**src/hdl/gasp_pkg.sv**
```systemverilog
// ----------------------------------------------------------------------------
// gasp_pkg: glyph atlas shelf packer shared definitions
// Field widths, codes, limits and the structs passed between the packer's
// placement logic and its top level.
// ----------------------------------------------------------------------------
package gasp_pkg;

  localparam int unsigned DIM_W      = 13;  // glyph and atlas dimensions
  localparam int unsigned COORD_W    = 12;  // result coordinates
  localparam int unsigned LAYER_W    = 8;
  localparam int unsigned CURSOR_Y_W = 14;

  localparam int unsigned MAX_LAYERS = 256;

  localparam logic [DIM_W-1:0] DIM_LIMIT        = 13'd4096;
  localparam logic [DIM_W-1:0] ATLAS_DIM_RESET  = 13'd1024;

  typedef enum logic [1:0] {
    ST_PLACED    = 2'd0,
    ST_EMPTY     = 2'd1,
    ST_OVERSIZE  = 2'd2,
    ST_EXHAUSTED = 2'd3
  } status_e;

  typedef enum logic [0:0] {
    REG_ATLAS_WIDTH  = 1'b0,
    REG_ATLAS_HEIGHT = 1'b1
  } reg_idx_e;

  typedef struct packed {
    logic [DIM_W-1:0]      cursor_x;
    logic [CURSOR_Y_W-1:0] cursor_y;
    logic [DIM_W-1:0]      shelf_height;
    logic [LAYER_W-1:0]    layer_index;
  } place_state_t;

  typedef struct packed {
    status_e              status;
    logic [COORD_W-1:0]   left_x;
    logic [COORD_W-1:0]   top_y;
    logic [COORD_W-1:0]   right_x;
    logic [COORD_W-1:0]   bottom_y;
    logic [LAYER_W-1:0]   layer_used;
  } place_result_t;

endpackage

```
**src/hdl/glyph_atlas_shelf_packer.sv**
```systemverilog
// ----------------------------------------------------------------------------
// glyph_atlas_shelf_packer: layered texture atlas shelf packer
// Places glyph rectangles left to right on shelves across atlas layers.
// ----------------------------------------------------------------------------
// Usage:
//   Input stream: each item carries a glyph width and height. Output stream:
//   one item per input, with the status code in tuser and the placed corners
//   and layer in tdata (all zero unless the glyph was placed).
//   The APB port sets the layer width (address 0) and height (address 4);
//   write them only while no item is in flight.
//   An item is taken into the input register, then moved into the result
//   register, which drives the output. One item per cycle is sustained
//   while the receiver is ready; the cursor update between those
//   registers is a few adds and compares, so consecutive items chain
//   through it without bubbles.
//   A stalled receiver holds the result register; one more item waits in the
//   input register, after which s_axis_tready drops.
//   Reset empties both registers, sets the cursor, shelf height and layer to
//   zero, and both atlas dimensions to 1024.
// ----------------------------------------------------------------------------
module glyph_atlas_shelf_packer (
  input  logic        clk_i,
  input  logic        rst_ni,
  // APB configuration
  input  logic        psel,
  input  logic        penable,
  input  logic        pwrite,
  input  logic [2:0]  paddr,
  input  logic [31:0] pwdata,
  output logic [31:0] prdata,
  output logic        pready,
  // glyph input
  input  logic        s_axis_tvalid,
  output logic        s_axis_tready,
  input  logic [31:0] s_axis_tdata,   // glyph_width[12:0], glyph_height[25:13]
  // placement output
  output logic        m_axis_tvalid,
  input  logic        m_axis_tready,
  output logic [55:0] m_axis_tdata,   // left_x[11:0], top_y[23:12], right_x[35:24],
                                      // bottom_y[47:36], layer_used[55:48]
  output logic [1:0]  m_axis_tuser    // status[1:0]
);

  logic [gasp_pkg::DIM_W-1:0] atlas_width_q, atlas_height_q;
  logic                       cfg_wr;

  logic                       in_valid_q, in_valid_d;
  logic [gasp_pkg::DIM_W-1:0] glyph_width_q, glyph_height_q;

  gasp_pkg::place_state_t     state_q, state_d, state_nxt;
  logic                       update;
  gasp_pkg::place_result_t    result_q, result_nxt;
  logic                       out_valid_q, out_valid_d;
  logic                       advance;

  // ---------------- configuration ----------------
  assign pready = 1'b1;
  assign cfg_wr = psel && penable && pwrite && pready;

  always_ff @(posedge clk_i or negedge rst_ni) begin
    if (!rst_ni) begin
      atlas_width_q  <= gasp_pkg::ATLAS_DIM_RESET;
      atlas_height_q <= gasp_pkg::ATLAS_DIM_RESET;
    end else if (cfg_wr) begin
      unique case (gasp_pkg::reg_idx_e'(paddr[2]))
        gasp_pkg::REG_ATLAS_WIDTH:  atlas_width_q  <= pwdata[12:0];
        gasp_pkg::REG_ATLAS_HEIGHT: atlas_height_q <= pwdata[12:0];
        default: ;
      endcase
    end
  end

  always_comb begin
    unique case (gasp_pkg::reg_idx_e'(paddr[2]))
      gasp_pkg::REG_ATLAS_WIDTH:  prdata = {19'b0, atlas_width_q};
      gasp_pkg::REG_ATLAS_HEIGHT: prdata = {19'b0, atlas_height_q};
      default:                    prdata = '0;
    endcase
  end

  // ---------------- handshake ----------------
  assign advance       = !out_valid_q || m_axis_tready;
  assign s_axis_tready = !in_valid_q || advance;

  always_comb begin
    in_valid_d  = in_valid_q;
    out_valid_d = out_valid_q;
    state_d     = state_q;
    if (s_axis_tready) begin
      in_valid_d = s_axis_tvalid;
    end
    if (advance) begin
      out_valid_d = in_valid_q;
      if (in_valid_q && update) begin
        state_d = state_nxt;
      end
    end
  end

  always_ff @(posedge clk_i or negedge rst_ni) begin
    if (!rst_ni) begin
      in_valid_q  <= 1'b0;
      out_valid_q <= 1'b0;
      state_q     <= '0;
    end else begin
      in_valid_q  <= in_valid_d;
      out_valid_q <= out_valid_d;
      state_q     <= state_d;
    end
  end

  // payload registers
  always_ff @(posedge clk_i) begin
    if (s_axis_tvalid && s_axis_tready) begin
      glyph_width_q  <= s_axis_tdata[12:0];
      glyph_height_q <= s_axis_tdata[25:13];
    end
    if (advance && in_valid_q) begin
      result_q <= result_nxt;
    end
  end

  // ---------------- placement ----------------
  gasp_place u_place (
    .glyph_width_i  (glyph_width_q),
    .glyph_height_i (glyph_height_q),
    .atlas_width_i  (atlas_width_q),
    .atlas_height_i (atlas_height_q),
    .state_i        (state_q),
    .state_o        (state_nxt),
    .update_o       (update),
    .result_o       (result_nxt)
  );

  assign m_axis_tvalid = out_valid_q;
  assign m_axis_tuser  = result_q.status;
  assign m_axis_tdata  = {result_q.layer_used, result_q.bottom_y, result_q.right_x,
                          result_q.top_y, result_q.left_x};

`ifndef SYNTHESIS
  // non-placed items carry no coordinates
  assert property (@(posedge clk_i) disable iff (!rst_ni)
    (m_axis_tvalid && (m_axis_tuser != gasp_pkg::ST_PLACED)) |-> (m_axis_tdata == '0))
    else $error("non-placed item has nonzero payload");

  // cursor state only moves when a glyph leaves the input register
  assert property (@(posedge clk_i) disable iff (!rst_ni)
    !(in_valid_q && advance) |=> $stable(state_q))
    else $error("placement state changed without a retiring item");

  // a placed rectangle never wraps around its own corner
  assert property (@(posedge clk_i) disable iff (!rst_ni)
    (m_axis_tvalid && (m_axis_tuser == gasp_pkg::ST_PLACED)) |->
      ((result_q.right_x >= result_q.left_x) && (result_q.bottom_y >= result_q.top_y)))
    else $error("placed rectangle corners out of order");

  // a waiting result is kept while the receiver stalls
  assert property (@(posedge clk_i) disable iff (!rst_ni)
    (out_valid_q && !m_axis_tready) |=> (out_valid_q && $stable(result_q)))
    else $error("stalled result lost or changed");
`endif

endmodule

```
**src/hdl/gasp_place.sv**
```systemverilog
// ----------------------------------------------------------------------------
// gasp_place: shelf placement for one glyph
// Decides skip, oversize, shelf wrap, new layer or exhaustion from the
// current cursor state and gives the result item and the next state.
// ----------------------------------------------------------------------------
module gasp_place (
  input  logic [gasp_pkg::DIM_W-1:0] glyph_width_i,
  input  logic [gasp_pkg::DIM_W-1:0] glyph_height_i,
  input  logic [gasp_pkg::DIM_W-1:0] atlas_width_i,
  input  logic [gasp_pkg::DIM_W-1:0] atlas_height_i,
  input  gasp_pkg::place_state_t     state_i,
  output gasp_pkg::place_state_t     state_o,
  output logic                       update_o,
  output gasp_pkg::place_result_t    result_o
);

  localparam logic [gasp_pkg::LAYER_W:0] LayerLimit =
      (gasp_pkg::LAYER_W+1)'(gasp_pkg::MAX_LAYERS);

  logic [12:0] aw, ah;
  logic        empty, oversize, wrap, new_layer, exhausted;
  logic [13:0] x_end;
  logic [12:0] x1, x2;
  logic [14:0] y1;
  logic [15:0] y_end;
  logic [11:0] y2;
  logic [12:0] sh1, sh2;
  logic [7:0]  layer2;
  logic [8:0]  layer_inc;
  logic [12:0] right_sum, bottom_sum;

  always_comb begin
    aw = (atlas_width_i  > gasp_pkg::DIM_LIMIT) ? gasp_pkg::DIM_LIMIT : atlas_width_i;
    ah = (atlas_height_i > gasp_pkg::DIM_LIMIT) ? gasp_pkg::DIM_LIMIT : atlas_height_i;

    empty    = (glyph_width_i == '0) || (glyph_height_i == '0);
    oversize = (glyph_width_i > aw) || (glyph_height_i > ah);

    // horizontal fit, else wrap below the current shelf plus a gap row
    x_end = {1'b0, state_i.cursor_x} + {1'b0, glyph_width_i};
    wrap  = (state_i.cursor_x >= aw) || (x_end > {1'b0, aw});
    x1    = wrap ? '0 : state_i.cursor_x;
    y1    = wrap ? ({1'b0, state_i.cursor_y} + {2'b0, state_i.shelf_height} + 15'd1)
                 : {1'b0, state_i.cursor_y};
    sh1   = (glyph_height_i > state_i.shelf_height) ? glyph_height_i
                                                    : state_i.shelf_height;

    // vertical fit of the (possibly taller) shelf, else a fresh layer
    y_end     = {1'b0, y1} + {3'b0, sh1};
    new_layer = (y1 >= {2'b0, ah}) || (y_end > {3'b0, ah});
    layer_inc = {1'b0, state_i.layer_index} + 9'd1;
    exhausted = new_layer && (layer_inc >= LayerLimit);

    // a kept shelf row lies below ah, so it fits in 12 bits
    x2     = new_layer ? '0 : x1;
    y2     = new_layer ? '0 : y1[11:0];
    sh2    = new_layer ? glyph_height_i : sh1;
    layer2 = new_layer ? layer_inc[7:0] : state_i.layer_index;

    right_sum  = x2 + glyph_width_i - 13'd1;
    bottom_sum = {1'b0, y2} + glyph_height_i - 13'd1;

    update_o = !empty && !oversize && !exhausted;

    state_o.cursor_x     = x2 + glyph_width_i + 13'd1;
    state_o.cursor_y     = {2'b0, y2};
    state_o.shelf_height = sh2;
    state_o.layer_index  = layer2;

    result_o = '0;
    priority if (empty) begin
      result_o.status = gasp_pkg::ST_EMPTY;
    end else if (oversize) begin
      result_o.status = gasp_pkg::ST_OVERSIZE;
    end else if (exhausted) begin
      result_o.status = gasp_pkg::ST_EXHAUSTED;
    end else begin
      result_o.status     = gasp_pkg::ST_PLACED;
      result_o.left_x     = x2[11:0];
      result_o.top_y      = y2;
      result_o.right_x    = right_sum[11:0];
      result_o.bottom_y   = bottom_sum[11:0];
      result_o.layer_used = layer2;
    end
  end

endmodule

```
**config.mk**
```make
export PLATFORM = sky130hd
export DESIGN_NAME = glyph_atlas_shelf_packer
export DESIGN_NICKNAME = d
export VERILOG_FILES = /design/src/hdl/gasp_pkg.sv /design/src/hdl/glyph_atlas_shelf_packer.sv /design/src/hdl/gasp_place.sv
export SDC_FILE = /design/constraint.sdc
export NUM_CORES = 1
export LEC_CHECK = 0
export BUFFER_PORTS_ARGS = -buffer_cell sky130_fd_sc_hd__buf_4
export CAP_MARGIN = 20
export CORE_ASPECT_RATIO = 2
export CORE_MARGIN = 3
export CORE_UTILIZATION = 48
export CTS_BUF_LIST = sky130_fd_sc_hd__clkbuf_16
export DETAILED_ROUTE_END_ITERATION = 7
export GPL_TIMING_DRIVEN = 1
export PLACE_DENSITY = 0.68
export SYNTH_ARGS = -nofsm -noshare
export SYNTH_HDL_FRONTEND = slang
export SYNTH_SLANG_ARGS = --single-unit
```
**constraint.sdc**
```tcl
create_clock -name clk_i -period 23 [get_ports clk_i]
set_input_delay 1.15 -clock clk_i [delete_from_list [all_inputs] [get_ports clk_i]]
set_output_delay 1.15 -clock clk_i [all_outputs]
set_load 0.02 [all_outputs]
```
==> flow_summary.yaml, run 1 <==
floorplan:
  die-area_sq_um: 27700
  ios: 167
  chipHeight_um: 233
  row_count: 82
  core_sq_um: 25100
  initial_utilization: 0.490
  die_x_um: 119
sta:
  fmax_mhz: 75.1
  slew_viol_final: 0
  rsz0062_at_grt: "false"
  worst_slack_ns: 9.68
  hold_slack_ns: 0.507
  worst_pin_slew_ns: 0.911
  period_needed_ns: 13.32
  finalHoldViolations: 0
  slew_headroom: 0.377
  fin_crit_sh: 0.579
  setup_viol: 0
  setup-tns-final_ns: 0
  skew_ns: 0.0151
clocking:
  cts_tree: "done"
  root_buffer: "clkbuf_16"
  clock_path_buffers: 2
  clk_pin_slew_worst_paths_ns: 0.06
  numCtsBuffers: 17
  post_cts_buffers: 0
  clock_latency_ns: 0.46
  h-tree-depth: 4
  hold_buffers: 0
  cts.sink_count: 158
  ctsResizeCount: 0
grt:
  grt_usage: 0.254
  grt.busiest_layer: "met2"
  use_met1: 0.232
  grt-ovfl-total: 0
  grt_pass1_vias: 10299
  antenna_found_initial: 0
  grtUsageMet2: 0.503
  met3_usage: 0.0304
  grt_pass1_wl_um: 53900
  grt_max_degree: 43
route:
  post_drt_wl_per_cell_um: 20.0
  drt_wl_total_um: 34600
  firstDrtPassIters: 4
  ant_nets: 0
  vias: 9897
  vias_per_cell: 5.72
  drt_iter0_markers: 451
  drc: 0
setup_path:
  critical_path_class: "flop to flop"
  crit_required_ns: 23.30
  crit_slowest_cell: "a2111oi_0"
  cp_max_fo: 26
  cpLargestDelayFamily: "compound AO/OA/AOI/OAI gates"
  start_kind: "flop"
  critPathBufInv: 1
  arrival_ns: 13.62
  cp_slowest_stage_delay_ns: 0.73
  setup.worst_path.end_class: "flop"
  path_common_cell: "a21oi_1"
synth:
  syn_area_sq_um: 12300
  yosysWarnings: 0
  synth.ff_latch_count: 158
  yosysSeqAreaShare: 0.355
  synth_edf_count: 84
  yosys.area.top_type: "edfxtp_1"
  ys_top_cells_by_area: "edfxtp_1 20%, ha_1 17%, dfrtp_1 15%"
  synth.most_common_cell: "ha_1"
  syn_area_per_cell_sq_um: 9.77
  synth-main-ff-cell: "edfxtp_1"
  ys_async_sr_fraction: 0.468
  synth_top_area_frac: 0.205
  netlist_instances: 1261
  synth_cell_types: 73
  synth_common_cells: "166 x ha_1, 94 x inv_1, 84 x edfxtp_1"
hold_path:
  hold_path.class: "flop to flop"
final_layout:
  finalNetCount: 1625
  multiInputGateArea_sq_um: 7390
  area_delta_synth_final_pct: 14.7
  fillerInstances: 2250
  layout-drive-gt1-share: 0.162
  final_cells: 1730
  antenna_cells: 0
  seq_area_sq_um: 4380
status:
  status: "complete, no violations"
job:
  maxCapViolCount: 0
placement:
  dp_slack_ns: 9.95
  port_buffers: 119
  gp_congestion: 0.966
  numPlacedInstances: 1697
  hpwl_um: 27800
## metal layers
metal	up-vias	wire length (um)
li1	4754	-
met1	4796	11200
met2	242	19800
met3	105	1030
met4	0	2550
met5	-	0
## state kept, by name, indices dropped and copies added (netlist names)
signal and cells:
m_axis_tdata 56, atlas_width_q 13, state_q 46, in_valid_q 1, atlas_height_q 13, glyph_height_q 13
glyph_width_q 13, m_axis_tuser 2, m_axis_tvalid 1
## cell type report
class | count | share of cell area
multi-input combinational | 981 | 0.523
clock inverter | 15 | 0.0145
sequential | 158 | 0.310
timing repair buffer | 129 | 0.0685
inverter | 94 | 0.0250
tap | 336 | 0.0297
clock buffer | 17 | 0.0301
## worst reg2reg max path, delay by kind of cell, from the launching register on
family | cells | cell delay [ns]
compound gates | 20 | 4.95
xor+xnor | 4 | 0.99
fa+ha+maj | 6 | 1.79
buf+inv | 1 | 0.27
flops | 1 | 0.46
mux | 2 | 0.68
simple gates | 15 | 4.03
## placed cells by master, fill, tap and decap left out, types with 21 or more instances in the layout
cell / count
ha_1: 166
xnor2_1: 48
dfrtp_1: 72
a21oi_1: 81
xor2_1: 39
nor2b_1: 21
buf_4: 128
mux2_2: 41
nand2_1: 81
o21ai_0: 62
and3_1: 24
nand2b_1: 22
nor2_1: 80
nand3_1: 37
edfxtp_1: 84
inv_1: 93
mux2i_1: 26
nor3_1: 31
## logic make-up (layout without fill, tap and decap cells)
family,after synthesis,after routing,synth area share
buffers and inverters,140,255,0.0517
muxes,76,76,0.0680
other,2,20,0.000609
adders and majority gates,170,170,0.175
AOI/OAI and AO/OA,244,244,0.126
xor gates and xnor gates,88,88,0.0641
DFF,158,158,0.355
and+or+nand+nor,383,383,0.160
## path summary, 6_finish.rpt
path,end,slack (ns),startpoint,cells after the start
setup / recovery,state_q[47]$_DFFE_PN0P_,9.68,glyph_width_q[0]$_DFFE_PP_,48
hold / removal,m_axis_tvalid$_DFFE_PN0P_,0.51,in_valid_q$_DFFE_PN0N_,1
setup reg to reg,state_q[47]$_DFFE_PN0P_,9.68,glyph_width_q[0]$_DFFE_PP_,48
hold reg to reg,m_axis_tvalid$_DFFE_PN0P_,0.51,in_valid_q$_DFFE_PN0N_,1
max in group asynchronous,state_q[32]$_DFFE_PN0P_,21.33,rst_ni,2
min in group asynchronous,atlas_width_q[11]$_DFFE_PN0P_,0.68,rst_ni,1
## through the flow
step | util | instance area, sq um
floorplan | - | 12400
global placement | 0.537 | 13500
detailed placement | 0.537 | 13500
CTS | 0.562 | 14100
global route | 0.562 | 14100
finish | 0.562 | 14100
Power of run 1 is not shown: default switching activity piles up to over one toggle a cycle in this logic, so the estimate is an artifact.
==> inputs of run 2 (changes only) <==
ABC_AREA = 1   (was unset)
PLACE_DENSITY = 0.71   (was 0.68)
clock period = 12 ns   (was 23 ns; I/O delays follow)
==> run 2 against run 1 <==
Compared with the run above:
- core utilization fell by 0.62 points
- worst hold slack worse by 0.20 ns
- register-to-register slack got worse by 8.5 ns
- design area rose by 1.7%
- critical path type unchanged
- die area grew 2.7%
==> flow_summary.yaml, run 2 <==
clocking:
  clock_path_buffers: 2
  post_cts_buffers: 0
  cts.sink_count: 158
  clock_latency_ns: 0.46
  cts_tree: "done"
  root_buffer: "clkbuf_16"
  numCtsBuffers: 17
  h-tree-depth: 4
  clk_pin_slew_worst_paths_ns: 0.07
final_layout:
  design_area_sq_um: 14400
  largest_reg_flops: 56
  layout_common_cells: "421 x nand2_1, 206 x inv_1, 166 x ha_1"
  area_delta_synth_final_pct: 13.5
  layout-drive-gt1-share: 0.115
  final_common_cell: "nand2_1"
  final_cells: 2073
  fillerInstances: 2424
  finalNetCount: 1964
  antenna_cells: 0
synth:
  synth-main-ff-cell: "edfxtp_1"
  netlist_instances: 1609
  ys_async_sr_fraction: 0.468
  synth.most_common_cell: "nand2_1"
  yosys.area.top_type: "edfxtp_1"
  synth_edf_count: 84
  yosysSeqAreaShare: 0.345
  synth.ff_latch_count: 158
  synth_top_area_frac: 0.199
  synth_cell_types: 57
  ys_top_cells_by_area: "edfxtp_1 20%, ha_1 16%, dfrtp_1 14%"
  yosysWarnings: 0
  synth_common_cells: "421 x nand2_1, 206 x inv_1, 166 x ha_1"
  syn_area_per_cell_sq_um: 7.88
  syn_area_sq_um: 12700
sta:
  worst_pin_slew_ns: 0.989
  slew_viol_final: 0
  rsz0062_at_grt: "false"
  worst_slack_ns: 1.15
  fmax_mhz: 92.2
  finalHoldViolations: 0
  slew_headroom: 0.340
  fin_crit_sh: 0.904
  period_needed_ns: 10.85
  skew_ns: 0.0139
  setup_viol: 0
  setup-tns-final_ns: 0
floorplan:
  chipHeight_um: 236
  ios: 167
  die_x_um: 121
  die-area_sq_um: 28500
  row_count: 83
  core_sq_um: 25900
  initial_utilization: 0.490
grt:
  antenna_found_initial: 0
  grt_pass1_vias: 11109
  grt-ovfl-total: 0
  grt_usage: 0.255
  grt_max_degree: 77
  grt_pass1_wl_um: 55800
route:
  ant_nets: 0
  drt_iter0_markers: 700
  post_drt_wl_per_cell_um: 17.4
  drc: 0
  firstDrtPassIters: 5
  drt_wl_total_um: 36000
  vias: 11167
  vias_per_cell: 5.39
placement:
  place_area_sq_um: 13700
  gp_congestion: 0.946
  dp_slack_ns: 1.16
  numPlacedInstances: 2039
  port_buffers: 119
  hpwl_um: 28800
job:
  maxCapViolCount: 0
setup_path:
  critical_path_class: "flop to flop"
  setup.worst_path.end_class: "flop"
  crit_required_ns: 12.18
  start_kind: "flop"
  arrival_ns: 11.03
  crit_slowest_cell: "edfxtp_1"
  path_common_cell: "nand2_1"
  cp_max_fo: 31
  cp_slowest_stage_delay_ns: 0.50
hold_path:
  hold_path.class: "primary input to flop"
status:
  status: "complete, no violations"
[run 2: final cells by class]
cell class	instances	area, sq um	area share
repair buffers	126	968	0.0673
multi-input cells	1205	7210	0.502
well taps	340	425	0.0296
clock buffers	17	425	0.0296
inverters	212	797	0.0554
clock inverters	15	176	0.0123
flip-flops and latches	158	4380	0.304
[run 2: worst paths after layout]
| check | depth (start not counted) | slack (ns) | to | from |
|---|---|---|---|---|
| max in group asynchronous | 3 | 10.77 | atlas_height_q[10]$_DFFE_PN1P_ | rst_ni |
| max reg2reg | 63 | 1.15 | m_axis_tdata[47]$_SDFFCE_PP0P_ | glyph_width_q[0]$_DFFE_PP_ |
| max | 63 | 1.15 | m_axis_tdata[47]$_SDFFCE_PP0P_ | glyph_width_q[0]$_DFFE_PP_ |
| min in group asynchronous | 2 | 0.56 | state_q[37]$_DFFE_PN0P_ | rst_ni |
| min reg2reg | 2 | 0.51 | atlas_width_q[10]$_DFFE_PN1P_ | atlas_width_q[10]$_DFFE_PN1P_ |
| min | 1 | 0.31 | glyph_width_q[2]$_DFFE_PP_ | s_axis_tdata[2] |
[run 2: stage by stage]
step,hold slack [ns],utilization
6_report,0.310,0.556
2_1_floorplan,0.304,-
5_1_grt,0.303,0.556
4_1_cts,0.295,0.554
3_5_place_dp,0.498,0.531
3_3_place_gp,0.470,0.531
[run 2: cells by family after synthesis]
logic type	count (synthesis)	share of synthesized area
and+or+nand+nor	694	0.236
buffers and inverters	264	0.0926
AOI/OAI and AO/OA	259	0.112
adders and majority gates	170	0.170
DFF	158	0.345
xor gates and xnor gates	62	0.0434
other	2	0.000593
[run 2: timing repair]
item,in CTS,in global routing
hold buffers,0,1
endpoints found under the hold margin,0,6
gates resized for setup,0,7
setup endpoints to repair,0,3
[run 2: critical path: cells and delay by family, from the launching register on]
kind | cells | cell delay [ns]
XOR/XNOR | 3 | 0.39
AO/OA/AOI/OAI | 13 | 2.15
buffers and inverters | 7 | 1.47
AND/OR/NAND/NOR | 32 | 3.58
flip-flops | 1 | 0.50
adder cells (fa/ha/maj) | 8 | 2.43
[run 2: metal layers]
metal | routed length (um) | track usage | vias to the layer above
li1 | - | - | 5543
met1 | 12100 | 0.241 | 5146
met2 | 19700 | 0.480 | 341
met3 | 1240 | 0.0338 | 137
met4 | 2970 | 0.195 | 0
met5 | 0 | 0 | -
Power of run 2 is left out for the same reason.
